[src/hdl/asas_pkg.sv]
// Package for the ADC scan averaging sequencer.
// Holds the item types, mode and register codes and the default sizes.
// No dependencies.
package asas_pkg;

  localparam int CHANNELS_DEF   = 8;
  localparam int AVG_ROUNDS_DEF = 64;
  localparam int STORE_DEPTH    = 8;
  localparam int ADDR_W         = 3;
  localparam int DATA_W         = 32;

  localparam logic [1:0] MODE_CONVERT      = 2'd0;
  localparam logic [1:0] MODE_READ_LATEST  = 2'd1;
  localparam logic [1:0] MODE_READ_AVERAGE = 2'd2;
  localparam logic [1:0] MODE_RESERVED     = 2'd3;

  localparam logic REG_REFERENCE_SELECT = 1'b0;
  localparam logic REG_SKIP_SHARED      = 1'b1;

  localparam logic [1:0] REFERENCE_RESET = 2'd1;
  localparam logic       SKIP_RESET      = 1'b1;

  typedef struct packed {
    logic [1:0] mode;
    logic [9:0] sample;
    logic [2:0] channel;
  } in_item_t;

  typedef struct packed {
    logic [9:0] latest_value;
    logic [7:0] average_value;
    logic [2:0] next_channel;
    logic [7:0] mux_select;
    logic       averages_updated;
  } out_item_t;

  typedef struct packed {
    logic [1:0] reference_select;
    logic       skip_shared_channels;
  } cfg_t;

endpackage

[src/hdl/asas_cfg_regs.sv]
// Configuration registers behind the APB-style port.
// Depends on asas_pkg.
module asas_cfg_regs (
  input  logic                       clk,
  input  logic                       rst_n,
  input  logic                       psel,
  input  logic                       penable,
  input  logic                       pwrite,
  input  logic [asas_pkg::ADDR_W-1:0] paddr,
  input  logic [asas_pkg::DATA_W-1:0] pwdata,
  output logic [asas_pkg::DATA_W-1:0] prdata,
  output logic                       pready,
  output asas_pkg::cfg_t             cfg
);
  import asas_pkg::*;

  cfg_t cfg_r, cfg_nxt;
  logic wr_en;
  logic reg_idx;

  assign pready  = 1'b1;
  assign wr_en   = psel & penable & pwrite;
  assign reg_idx = paddr[2];

  always_comb begin
    cfg_nxt = cfg_r;
    if (wr_en) begin
      case (reg_idx)
        REG_REFERENCE_SELECT: cfg_nxt.reference_select = pwdata[1:0];
        REG_SKIP_SHARED:      cfg_nxt.skip_shared_channels = pwdata[0];
        default:              cfg_nxt = cfg_r;
      endcase
    end
  end

  always_comb begin
    case (reg_idx)
      REG_REFERENCE_SELECT: prdata = {{(DATA_W-2){1'b0}}, cfg_r.reference_select};
      REG_SKIP_SHARED:      prdata = {{(DATA_W-1){1'b0}}, cfg_r.skip_shared_channels};
      default:              prdata = '0;
    endcase
  end

  always_ff @(posedge clk) begin
    if (!rst_n) begin
      cfg_r.reference_select     <= REFERENCE_RESET;
      cfg_r.skip_shared_channels <= SKIP_RESET;
    end else begin
      cfg_r <= cfg_nxt;
    end
  end

  assign cfg = cfg_r;

endmodule

[src/hdl/asas_in_stage.sv]
// Input register stage: holds one accepted item until the core takes it.
// Depends on asas_pkg.
module asas_in_stage (
  input  logic                clk,
  input  logic                rst_n,
  input  logic                in_valid,
  output logic                in_stall,
  input  asas_pkg::in_item_t  in_data,
  input  logic                take,
  output logic                s1_valid,
  output asas_pkg::in_item_t  s1_item
);
  import asas_pkg::*;

  logic     valid_r, valid_nxt;
  in_item_t item_r, item_nxt;
  logic     accept;

  assign in_stall = valid_r & ~take;
  assign accept   = in_valid & ~in_stall;

  always_comb begin
    valid_nxt = valid_r;
    item_nxt  = item_r;
    if (accept) begin
      valid_nxt = 1'b1;
      item_nxt  = in_data;
    end else if (take) begin
      valid_nxt = 1'b0;
    end
  end

  always_ff @(posedge clk) begin
    if (!rst_n) begin
      valid_r <= 1'b0;
    end else begin
      valid_r <= valid_nxt;
    end
  end

  always_ff @(posedge clk) begin
    item_r <= item_nxt;
  end

  assign s1_valid = valid_r;
  assign s1_item  = item_r;

endmodule

[src/hdl/asas_scan_core.sv]
// Scan state, per-channel stores, single-pass update and result register.
// Depends on asas_pkg.
module asas_scan_core #(
  parameter int CHANNELS   = asas_pkg::CHANNELS_DEF,
  parameter int AVG_ROUNDS = asas_pkg::AVG_ROUNDS_DEF
) (
  input  logic                clk,
  input  logic                rst_n,
  input  asas_pkg::cfg_t      cfg,
  input  logic                s1_valid,
  input  asas_pkg::in_item_t  s1_item,
  output logic                take,
  output logic                out_valid,
  input  logic                out_stall,
  output asas_pkg::out_item_t out_data
);
  import asas_pkg::*;

  localparam int RND_W = $clog2(AVG_ROUNDS + 1);

  logic [2:0]       cur_r, cur_nxt;
  logic [RND_W-1:0] round_r, round_nxt;
  logic [9:0]       latest_r [STORE_DEPTH];
  logic [15:0]      acc_r    [STORE_DEPTH];
  logic [7:0]       avg_r    [STORE_DEPTH];

  logic             out_valid_r, out_valid_nxt;
  out_item_t        out_data_r, res;

  logic             convert;
  logic [3:0]       step;
  logic             wrapped;
  logic [2:0]       chan_next;
  logic [15:0]      acc_sum;
  logic [RND_W-1:0] round_inc;
  logic             finish;

  assign take    = s1_valid & (~out_valid_r | ~out_stall);
  assign convert = (s1_item.mode == MODE_CONVERT);

  always_comb begin
    step = {1'b0, cur_r} + 4'd1;
    if (cfg.skip_shared_channels && (step == 4'd4 || step == 4'd5)) begin
      step = 4'd6;
    end
  end

  assign wrapped   = (step >= 4'(CHANNELS)) || (step > 4'd7);
  assign chan_next = wrapped ? 3'd0 : step[2:0];
  assign acc_sum   = acc_r[cur_r] + 16'(s1_item.sample);
  assign round_inc = round_r + RND_W'(1);
  assign finish    = wrapped && (round_inc >= RND_W'(AVG_ROUNDS));

  always_comb begin
    res                  = '0;
    res.next_channel     = cur_r;
    case (s1_item.mode)
      MODE_CONVERT: begin
        res.next_channel     = chan_next;
        res.averages_updated = finish;
      end
      MODE_READ_LATEST:  res.latest_value  = latest_r[s1_item.channel];
      MODE_READ_AVERAGE: res.average_value = avg_r[s1_item.channel];
      default:           res.averages_updated = 1'b0;
    endcase
    res.mux_select = {cfg.reference_select, 3'b000, res.next_channel};
  end

  always_comb begin
    cur_nxt   = cur_r;
    round_nxt = round_r;
    if (take && convert) begin
      cur_nxt = chan_next;
      if (wrapped) begin
        round_nxt = finish ? '0 : round_inc;
      end
    end
  end

  always_comb begin
    out_valid_nxt = out_valid_r;
    if (take) begin
      out_valid_nxt = 1'b1;
    end else if (!out_stall) begin
      out_valid_nxt = 1'b0;
    end
  end

  always_ff @(posedge clk) begin
    if (!rst_n) begin
      cur_r       <= '0;
      round_r     <= '0;
      out_valid_r <= 1'b0;
    end else begin
      cur_r       <= cur_nxt;
      round_r     <= round_nxt;
      out_valid_r <= out_valid_nxt;
    end
  end

  // stores reset to zero as the scan reads them before every channel is written
  always_ff @(posedge clk) begin
    if (!rst_n) begin
      for (int i = 0; i < STORE_DEPTH; i++) begin
        latest_r[i] <= '0;
        acc_r[i]    <= '0;
        avg_r[i]    <= '0;
      end
    end else if (take && convert) begin
      latest_r[cur_r] <= s1_item.sample;
      if (finish) begin
        for (int i = 0; i < STORE_DEPTH; i++) begin
          avg_r[i] <= (3'(i) == cur_r) ? acc_sum[15:8] : acc_r[i][15:8];
          acc_r[i] <= '0;
        end
      end else begin
        acc_r[cur_r] <= acc_sum;
      end
    end
  end

  always_ff @(posedge clk) begin
    if (take) begin
      out_data_r <= res;
    end
  end

  assign out_valid = out_valid_r;
  assign out_data  = out_data_r;

endmodule

[src/hdl/adc_scan_average_sequencer_top.sv]
// Top level of the ADC scan averaging sequencer.
// Depends on asas_pkg, asas_cfg_regs, asas_in_stage and asas_scan_core.
//
// Takes one item per clock cycle while in_stall is low and returns exactly
// one result per item, in order. An accepted item is held in the input
// register, then the scan core updates channel state and loads the result
// register once that register is empty or being taken by the receiver.
// The input register takes a new item while a result is held by out_stall;
// the input side stalls only once both registers are occupied.
// Configuration writes belong to idle periods.
module adc_scan_average_sequencer_top #(
  parameter int CHANNELS   = asas_pkg::CHANNELS_DEF,
  parameter int AVG_ROUNDS = asas_pkg::AVG_ROUNDS_DEF
) (
  input  logic                        clk,
  input  logic                        rst_n,
  input  logic                        in_valid,
  output logic                        in_stall,
  input  asas_pkg::in_item_t          in_data,
  output logic                        out_valid,
  input  logic                        out_stall,
  output asas_pkg::out_item_t         out_data,
  input  logic                        psel,
  input  logic                        penable,
  input  logic                        pwrite,
  input  logic [asas_pkg::ADDR_W-1:0] paddr,
  input  logic [asas_pkg::DATA_W-1:0] pwdata,
  output logic [asas_pkg::DATA_W-1:0] prdata,
  output logic                        pready
);
  import asas_pkg::*;

  cfg_t     cfg;
  logic     s1_valid;
  in_item_t s1_item;
  logic     take;

  asas_cfg_regs u_cfg (
    .clk     (clk),
    .rst_n   (rst_n),
    .psel    (psel),
    .penable (penable),
    .pwrite  (pwrite),
    .paddr   (paddr),
    .pwdata  (pwdata),
    .prdata  (prdata),
    .pready  (pready),
    .cfg     (cfg)
  );

  asas_in_stage u_in (
    .clk      (clk),
    .rst_n    (rst_n),
    .in_valid (in_valid),
    .in_stall (in_stall),
    .in_data  (in_data),
    .take     (take),
    .s1_valid (s1_valid),
    .s1_item  (s1_item)
  );

  asas_scan_core #(
    .CHANNELS   (CHANNELS),
    .AVG_ROUNDS (AVG_ROUNDS)
  ) u_core (
    .clk       (clk),
    .rst_n     (rst_n),
    .cfg       (cfg),
    .s1_valid  (s1_valid),
    .s1_item   (s1_item),
    .take      (take),
    .out_valid (out_valid),
    .out_stall (out_stall),
    .out_data  (out_data)
  );

  a_update_wraps: assert property (@(posedge clk) disable iff (!rst_n)
    out_valid && out_data.averages_updated |-> out_data.next_channel == 3'd0)
    else $error("averaging period ended without channel wrap");

  a_one_read_kind: assert property (@(posedge clk) disable iff (!rst_n)
    out_valid |-> (out_data.latest_value == 10'd0 || out_data.average_value == 8'd0))
    else $error("result carries both latest and average values");

  a_result_source: assert property (@(posedge clk) disable iff (!rst_n)
    $rose(out_valid) |-> $past(s1_valid))
    else $error("result appeared without a held input item");

endmodule

[config.mk]
export PLATFORM = sky130hd
export DESIGN_NAME = adc_scan_average_sequencer_top
export DESIGN_NICKNAME = d
export VERILOG_FILES = /design/src/hdl/asas_pkg.sv /design/src/hdl/asas_cfg_regs.sv /design/src/hdl/asas_in_stage.sv /design/src/hdl/asas_scan_core.sv /design/src/hdl/adc_scan_average_sequencer_top.sv
export SDC_FILE = /design/constraint.sdc
export NUM_CORES = 1
export LEC_CHECK = 0
export BUFFER_PORTS_ARGS = -buffer_cell sky130_fd_sc_hd__buf_2
export CAP_MARGIN = 20
export CORE_MARGIN = 4
export CORE_UTILIZATION = 32
export CTS_BUF_LIST = sky130_fd_sc_hd__clkbuf_2 sky130_fd_sc_hd__clkbuf_4 sky130_fd_sc_hd__clkbuf_8
export CTS_CLUSTER_SIZE = 20
export DETAILED_ROUTE_END_ITERATION = 8
export PLACE_DENSITY = 0.47
export RECOVER_POWER = 25
export SETUP_SLACK_MARGIN = 0.1
export SLEW_MARGIN = 40
export SYNTH_ARGS = -nofsm -noshare
export SYNTH_HDL_FRONTEND = slang
export SYNTH_HIERARCHICAL = 1
export SYNTH_SLANG_ARGS = --single-unit
export TNS_END_PERCENT = 30
[constraint.sdc]
create_clock -name clk -period 4.9 [get_ports clk]
set_clock_uncertainty 0.1 [all_clocks]
set_input_delay 0.245 -clock clk [delete_from_list [all_inputs] [get_ports clk]]
set_output_delay 0.245 -clock clk [all_outputs]
set_load 0.1 [all_outputs]
==> Yosys cells after proc, flatten, opt, wreduce, memory -nomap -nowiden <==
Memory sizes are Yosys's and may differ from the RTL's. A register that Yosys moved wholly into a read port is not among the register bits.
Index checks and enable logic that the tools add are counted.
W data, S select, Z words.
{ "op_classes": {"n_bitwise": 27, "n_reduce_logical": 15, "magnitude_cmp": 3, "add_sub_neg": 3, "n_eq_ne": 12, "muxes": 53} }
{ "ops": {"columns": ["cell", "count"], "rows": [
  ["$mux W16", 9],
  ["$mux W8", 16],
  ["$pmux W32 S2", 1],
  ["$mux W1", 18],
  ["$mux W3", 6],
  ["$or A1 B1 Y1", 17],
  ["$add A16 B10 Y16", 1],
  ["$reduce_or A16 Y1", 1],
  ["$eq A3 B3 Y1 const A", 4],
  ["$mux W10", 1],
  ["$reduce_or A10 Y1", 1],
  ["$eq A4 B3 Y1 const B", 2],
  ["$add A7 B1 Y7 const B", 1],
  ["$ge A7 B7 Y1 const B", 1],
  ["$mux W7", 1],
  ["$eq A2 B3 Y1 const A", 2],
  ["$reduce_and A2 Y1", 3],
  ["$and A1 B1 Y1", 5],
  ["$not A1 Y1", 5],
  ["$add A3 B1 Y4 const B", 1],
  ["$ge A4 B4 Y1 const B", 1],
  ["$gt A4 B3 Y1 const B", 1],
  ["$mux W4", 1],
  ["$eq A1 B3 Y1 const A", 1],
  ["other kinds (9)", 13]
]} }
{ "totals": {"mem_count": 3, "elab_cells": 128, "output_inout_bits": 65, "ram_bits": 272, "input_bits": 57, "regBits": 39} }
{ "memory_table": {"columns": ["name", "words", "word_bits", "read_ports", "rd_ports_with_merged_regs", "write_ports", "line", "text"], "rows": [
  ["u_core.acc_r", 8, 16, 9, 1, 8, "asas_scan_core.sv:24", "logic [15:0] acc_r [STORE_DEPTH];"],
  ["u_core.latest_r", 8, 10, 1, 1, 8, "asas_scan_core.sv:23", "logic [9:0] latest_r [STORE_DEPTH];"],
  ["u_core.avg_r", 8, 8, 1, 1, 8, "asas_scan_core.sv:25", "logic [7:0] avg_r [STORE_DEPTH];"]
]} }

==> Depth between registers and ports, before layout <==
Gate-level depths: netlist (run 1).
{ "logic_depth": {"word_depth": 14, "mapped_depth": 16, "depth_no_buf": 12} }

==> By module <==
Netlist (run 1), hierarchy kept.
{ "by_module_without_submodules": {"columns": ["mod", "cells_each", "area_each_um2", "seq_area_each_um2", "instances"], "rows": [
  ["asas_scan_core", 1089, 14615.3, 9168.8, 1],
  ["asas_in_stage", 19, 498.0, 470.5, 1],
  ["asas_cfg_regs", 48, 406.6, 60.1, 1]
]} }

==> Worst setup path before layout (run 1) <==
No wires, ideal clock.
{ "synth_timing": {"path_type": "register to register", "start": "register u_core.out_valid_r (netlist: u_core/out_valid)", "end": "memory u_core.avg_r[0][0] (enable)", "arrival_time_ns": 4.379, "required_ns": 4.379, "path_slack_ns": 0.000, "path_buffers": 2, "stages_incl_launch_ff": 9, "cell_sequence": "dfxtp_1 > a21boi_1 > and2_1 > clkbuf_1 > nand2_1 > nor2_1 > nor2b_1 > clkbuf_1 > inv_1"} }
{ "synth_rtl": {"columns": ["item", "line", "text"], "rows": [
  ["from (decl)", "asas_scan_core.sv:27", "logic out_valid_r, out_valid_nxt;"],
  ["from (signal assigned)", "asas_scan_core.sv:97", "out_valid_r <= out_valid_nxt;"],
  ["to (decl)", "asas_scan_core.sv:25", null]
]} }

==> results of run 1 <==
per-layer routing:
| metal | part of all wire | wire, um | vias to the layer above | GRT usage |
|---|---|---|---|---|
| met1 | 0.43 | 17200 | 4630 | 0.199 |
| met5 | 0 | 0 | - | 0 |
| met3 | 0.055 | 2180 | 56 | 0.0311 |
| met4 | 0.021 | 824 | 0 | 0.0394 |
| li1 | - | - | 4319 | - |
| met2 | 0.49 | 19700 | 227 | 0.261 |
how the worst min path moves through the flow:
stage,from,endpoint,slack [ps],cells past startpoint
floorplan,in_data[0],u_in/s1_item[0]$_DFFE_PP_,240,0
global placement,in_data[0],u_in/s1_item[0]$_DFFE_PP_,320,1
detailed placement,in_data[11],u_in/s1_item[11]$_DFFE_PP_,320,1
CTS,in_data[0],u_in/s1_item[0]$_DFFE_PP_,140,2
global route,in_data[2],u_in/s1_item[2]$_DFFE_PP_,170,2
finish,in_data[0],u_in/s1_item[0]$_DFFE_PP_,210,2
worst register-to-register path, delay by kind of cell, from the launching register on:
kind | cells | cell delay (ps)
simple gates | 2 | 560
flops | 1 | 600
xor+xnor | 1 | 480
fa+ha+maj | 1 | 350
mux | 2 | 820
compound gates | 3 | 650
buf+inv | 1 | 380
registers in the layout, indices dropped and copies added, names as in the netlist, 3 cells and up, named ones only:
register,flops
u_cfg/cfg,3
u_core/round_r,7
u_core/acc_r,128
u_core/out_data,24
u_core/avg_r,64
u_in/s1_item,15
u_core/latest_r,80
u_core/cur_r,3
metrics by stage:
stage | total power, uW | area (um^2)
2_1_floorplan | 3840 | 15600
3_5_place_dp | 4010 | 16400
3_3_place_gp | 4000 | 16400
5_1_grt | 6740 | 17700
4_1_cts | 6550 | 17800
6_report | 6440 | 17800
synthesized netlist by cell type, types with 11 or more instances:
master    number
and2_1        80
mux2_2        11
buf_2         13
a21oi_1       16
dfxtp_1       18
o21ai_0       17
o21a_1        13
clkbuf_1      40
and3_1        12
ha_1          17
inv_1         17
mux4_2        68
nand2_1       67
nor2_1       243
mux2i_1       39
nand3_1       14
edfxtp_1     311
buf_4         41
nor2b_1       16
where the power goes:
group          internal [uW]  switching, uW
Combinational            192            517
Clock                   1360           1130
Sequential              3190           57.7
area by class of cell:
class | instances | area [um^2]
Timing Repair Buffer | 115 | 766
Tap cell | 615 | 769
Antenna cell | 1 | 2.50
Inverter | 18 | 67.6
Clock inverter | 24 | 154
Sequential cell | 329 | 9700
Multi-Input combinational cell | 733 | 5300
Clock buffer | 82 | 991
Fill cell | 4616 | 30100
layout by cell type, fill, tap and decap left out, types with 18 or more instances in the layout:
| master | n |
|---|---|
| clkbuf_1 | 37 |
| edfxtp_1 | 311 |
| mux2i_1 | 39 |
| nor2_1 | 243 |
| dlygate4sd3_1 | 29 |
| clkinv_1 | 18 |
| clkbuf_4 | 22 |
| buf_2 | 23 |
| buf_4 | 23 |
| clkbuf_8 | 60 |
| mux4_2 | 68 |
| and2_0 | 28 |
| conb_1 | 34 |
| and2_1 | 52 |
| nand2_1 | 60 |
kinds of logic after synthesis:
kind of cell,Yosys count,synth area share
other,3,0.000726
flip-flops,329,0.625
adder cells (fa/ha/maj),18,0.0150
AO/OA/AOI/OAI,71,0.0296
buffers and inverters,125,0.0426
AND/OR/NAND/NOR,471,0.141
XOR/XNOR,20,0.0127
multiplexers,119,0.133
==> results.toml, run 1 <==
[placement]
numPlacedInstances = 1781
io_buffer_count = 55
routabilityCongestion = 0.785
dpl.hpwl_mm = 25.2
post-place-ws_ps = 725

[timing]
setup_tns_ps = 0
slew_headroom = -0.777
setup_repair_after_global_routing_missed_its_margin = "no"
layout_worst_path_cycle_share = 0.869
worst_pin_slew_ps = 2670
timing.fmax_ghz = 0.235
setup_ws_ps = 644
timing.final.max_slew_violations = 119
period_minus_slack_ps = 4260
fin_worst_hold_slack_ps = 209
hold_violations = 0
report.final.setup_viol = 0

[setup_path]
worst_setup_path_startpoint = "rst_n"
critical_path_peak_fanout = 34
endpoint = "u_core/acc_r[3][3]$_SDFFCE_PN0P_"
slowest_stage = "clkbuf_1"
setup.worst_path.end_class = "flip-flop"
worstSetupPathType = "in -> reg"
timing.critical_path.slowest_cell_delay_ps = 1190
worst_ep_required_time_ps = 5060
worst-r2r-setup-slack_ps = 730
worstPathCellList = "dlygate4sd3_1 > clkbuf_1 > clkbuf_1 > nand3_1 > or2_0 > nand2_2"
critical_path_buf_inv_count = 3
reg2regPathDepth = 10
path_depth = 6
worst_path_most_repeated_cell = "clkbuf_1"
worst_setup_path_start_kind = "primary input"
timing.rr.end = "u_core/avg_r[5][1]$_SDFFCE_PN0P_"
critPathTopFamily = "buffers and inverters"
arrival_ps = 4420

[routing]
drcViolationCount = 0
first_iter_violations = 599
num_vias = 9232
wirelength_mm = 39.9
via_per_inst = 4.82
first_pass_iters = 5
drt-wirelength-per-cell_um = 20.8
drtAntennaViolNets = 0

[global_route]
antenna_found_initial = 0
groute.usage.overall = 0.152
grt_start_max_net_pins = 65
first_global_vias = 9690
gr-total-overflow = 0
grt_pass1_wl_mm = 60.3

[die]
die_w_um = 228
design.die.area_mm2 = 0.0521
design.portCount = 122
rows = 80
die_ht_um = 228
initial_core_util = 0.324
fp.coreArea_mm2 = 0.0478

[run]
timing.max_cap.violations = 4

[clock_network]
cts_root_buf = "clkbuf_8"
cts_inserted_buffers = 56
ctsResizeCount = 0
clk_latency_ps = 650
ctsLongestPathBuffers = 3
htree_num_levels = 2
cts_hold_repair_buffers = 29
post-cts-setup-buffer-count = 0
cts.reportedPaths.clkPinSlew_ps = 60
tritoncts = "yes"
cts.sinks = 329

[synthesis]
synth_edf_count = 311
synthesis.area_per_instance_um2 = 13.4
synthArstFlopShare = 0
synth-seq-cells = 329
synth.top_cell.area_share = 0.602
synth_seq_area_share = 0.625
synth_area_leader_cell = "edfxtp_1"
synthCells = 1156
synth_ff_type = "edfxtp_1"
syn-cell-area_mm2 = 0.0155
netlist-cell-type-count = 55
synth_warnings = 6
synth.area.top_cells = "edfxtp_1, mux4_2, nor2_1"

[pwr]
vdd_ir_drop_max_mv = 0.163
power-per-cell-area_mw_per_mm2 = 363
leakage_power_uw = 0.00637

[outcome]
violations = "capacitance limit, slew limit"
outcome = "complete, but fails checks"

[finish]
final_util = 0.371
final_cell_count_no_fill = 1917
synthToLayoutAreaGrowth_pct = 14.4
post_route_cells_drive_above_1_share = 0.185
design.final.nets = 1328

[hold_path]
hold_path_class = "in -> reg"
(Power assumes the default switching activity.)
==> run 2, diff against run 1 <==
Settings changed: MAX_ROUTING_LAYER from default to met4.
==> run 2 against run 1 <==
The flow still finishes with violations (capacitance limit, slew limit); sequential power is essentially flat; via count increased by 0.53%; global-route usage increased by 0.46 points; cell area unchanged; first-iteration DRC count up 3.5%; total power hardly changed; core utilization unchanged; critical path type unchanged; largest cell class unchanged; largest power group unchanged.
==> results.toml, run 2 (synthesized netlist as in run 1, its figures left out) <==
[timing]
setup_repair_after_global_routing_missed_its_margin = "no"
report.final.setup_viol = 0
layout_worst_path_cycle_share = 0.882
worst_pin_slew_ps = 2660
period_minus_slack_ps = 4320
setup_ws_ps = 576
timing.final.max_slew_violations = 119
timing.fmax_ghz = 0.231
hold_violations = 0
slew_headroom = -0.772
setup_tns_ps = 0
fin_worst_hold_slack_ps = 207

[clock_network]
post-cts-setup-buffer-count = 0
cts.reportedPaths.clkPinSlew_ps = 60
tritoncts = "yes"
cts.sinks = 329
ctsResizeCount = 0
cts_inserted_buffers = 56
htree_num_levels = 2
cts_root_buf = "clkbuf_8"
clk_latency_ps = 650
ctsLongestPathBuffers = 3

[routing]
drtAntennaViolNets = 0
first_iter_violations = 620
num_vias = 9281
drt-wirelength-per-cell_um = 20.9
via_per_inst = 4.84
first_pass_iters = 5
drcViolationCount = 0
wirelength_mm = 40.0

[placement]
io_buffer_count = 55
post-place-ws_ps = 725
dpl.hpwl_mm = 25.2
numPlacedInstances = 1781
routabilityCongestion = 0.796

[global_route]
groute.usage.overall = 0.157
grt_pass1_wl_mm = 60.3
antenna_found_initial = 0
gr-total-overflow = 0
grt_start_max_net_pins = 65
first_global_vias = 9679

[run]
timing.max_cap.violations = 4

[die]
design.die.area_mm2 = 0.0521
rows = 80
fp.coreArea_mm2 = 0.0478
die_w_um = 228
design.portCount = 122
die_ht_um = 228
initial_core_util = 0.324

[finish]
mostFrequentLayoutCell = "edfxtp_1"
final_cell_mix = "edfxtp_1, nor2_1, mux4_2"
layout_top_registers = "u_core/acc_r x128, u_core/latest_r x80, u_core/avg_r x64"
design.final.nets = 1328
top_register = "u_core/acc_r"
final_cell_count_no_fill = 1917
synthToLayoutAreaGrowth_pct = 14.4
largest_reg_flops = 128
post_route_cells_drive_above_1_share = 0.185

[setup_path]
worst-r2r-setup-slack_ps = 710
timing.rr.end = "u_core/avg_r[5][1]$_SDFFCE_PN0P_"
arrival_ps = 4490
worst_setup_path_startpoint = "rst_n"
worst_setup_path_start_kind = "primary input"
worst_ep_required_time_ps = 5060
setup.worst_path.end_class = "flip-flop"
reg2regPathDepth = 10
endpoint = "u_core/acc_r[3][3]$_SDFFCE_PN0P_"
critical_path_peak_fanout = 34
worstSetupPathType = "in -> reg"

[outcome]
violations = "capacitance limit, slew limit"
outcome = "complete, but fails checks"

[pwr]
leakage_power_uw = 0.00637
vdd_ir_drop_max_mv = 0.162
power-per-cell-area_mw_per_mm2 = 363
totalPowerFinal_uw = 6450

[hold_path]
hold_path_class = "in -> reg"
## run 2: cell counts in the layout (fill, tap and decap cells not counted)
Identical to the previous run, type by type.
## run 2: area by class of cell
class                           instances  area [um^2]
Clock buffer                           82          991
Clock inverter                         24          154
Inverter                               18         67.6
Fill cell                            4616        30100
Multi-Input combinational cell        733         5300
Tap cell                              615          769
Sequential cell                       329         9700
Antenna cell                            1         2.50
Timing Repair Buffer                  115          766
## run 2: worst max-delay path, stage by stage
cell,delay [ps]
dlygate4sd3_1,520
clkbuf_1,370
clkbuf_1,1240
nand3_1,380
or2_0,920
nand2_2,780
## run 2: power breakdown
part	internal (uW)	switching [uW]	total (uW)
logic	192	518	710
clock network	1360	1130	2490
registers	3190	57.9	3250
## run 2: per-layer routing
metal	vias to the layer above	routed length (um)	GRT usage
li1	4320	-	-
met4	0	793	0.0394
met3	56	2170	0.0311
met2	219	19800	0.260
met1	4686	17300	0.199
met5	-	0	-
## run 2: worst min path at each step
stage | endpoint | depth (start not counted) | from | slack, ps
global placement | u_in/s1_item[0]$_DFFE_PP_ | 1 | in_data[0] | 320
detailed placement | u_in/s1_item[11]$_DFFE_PP_ | 1 | in_data[11] | 320
floorplan | u_in/s1_item[0]$_DFFE_PP_ | 0 | in_data[0] | 240
CTS | u_in/s1_item[0]$_DFFE_PP_ | 2 | in_data[0] | 140
global route | u_in/s1_item[2]$_DFFE_PP_ | 2 | in_data[2] | 170
finish | u_in/s1_item[0]$_DFFE_PP_ | 2 | in_data[0] | 210
## run 2: stage by stage
stage / instance area, um^2 / util
5_1_grt: 17700 / 0.371
2_1_floorplan: 15600 / -
3_3_place_gp: 16400 / 0.342
3_5_place_dp: 16400 / 0.343
4_1_cts: 17800 / 0.373
6_report: 17800 / 0.371
## run 2: timing repair
action,4_1_cts,5_1_grt
endpoints found under the setup margin,0,0
endpoints found under the hold margin,22,0
hold buffers,29,0
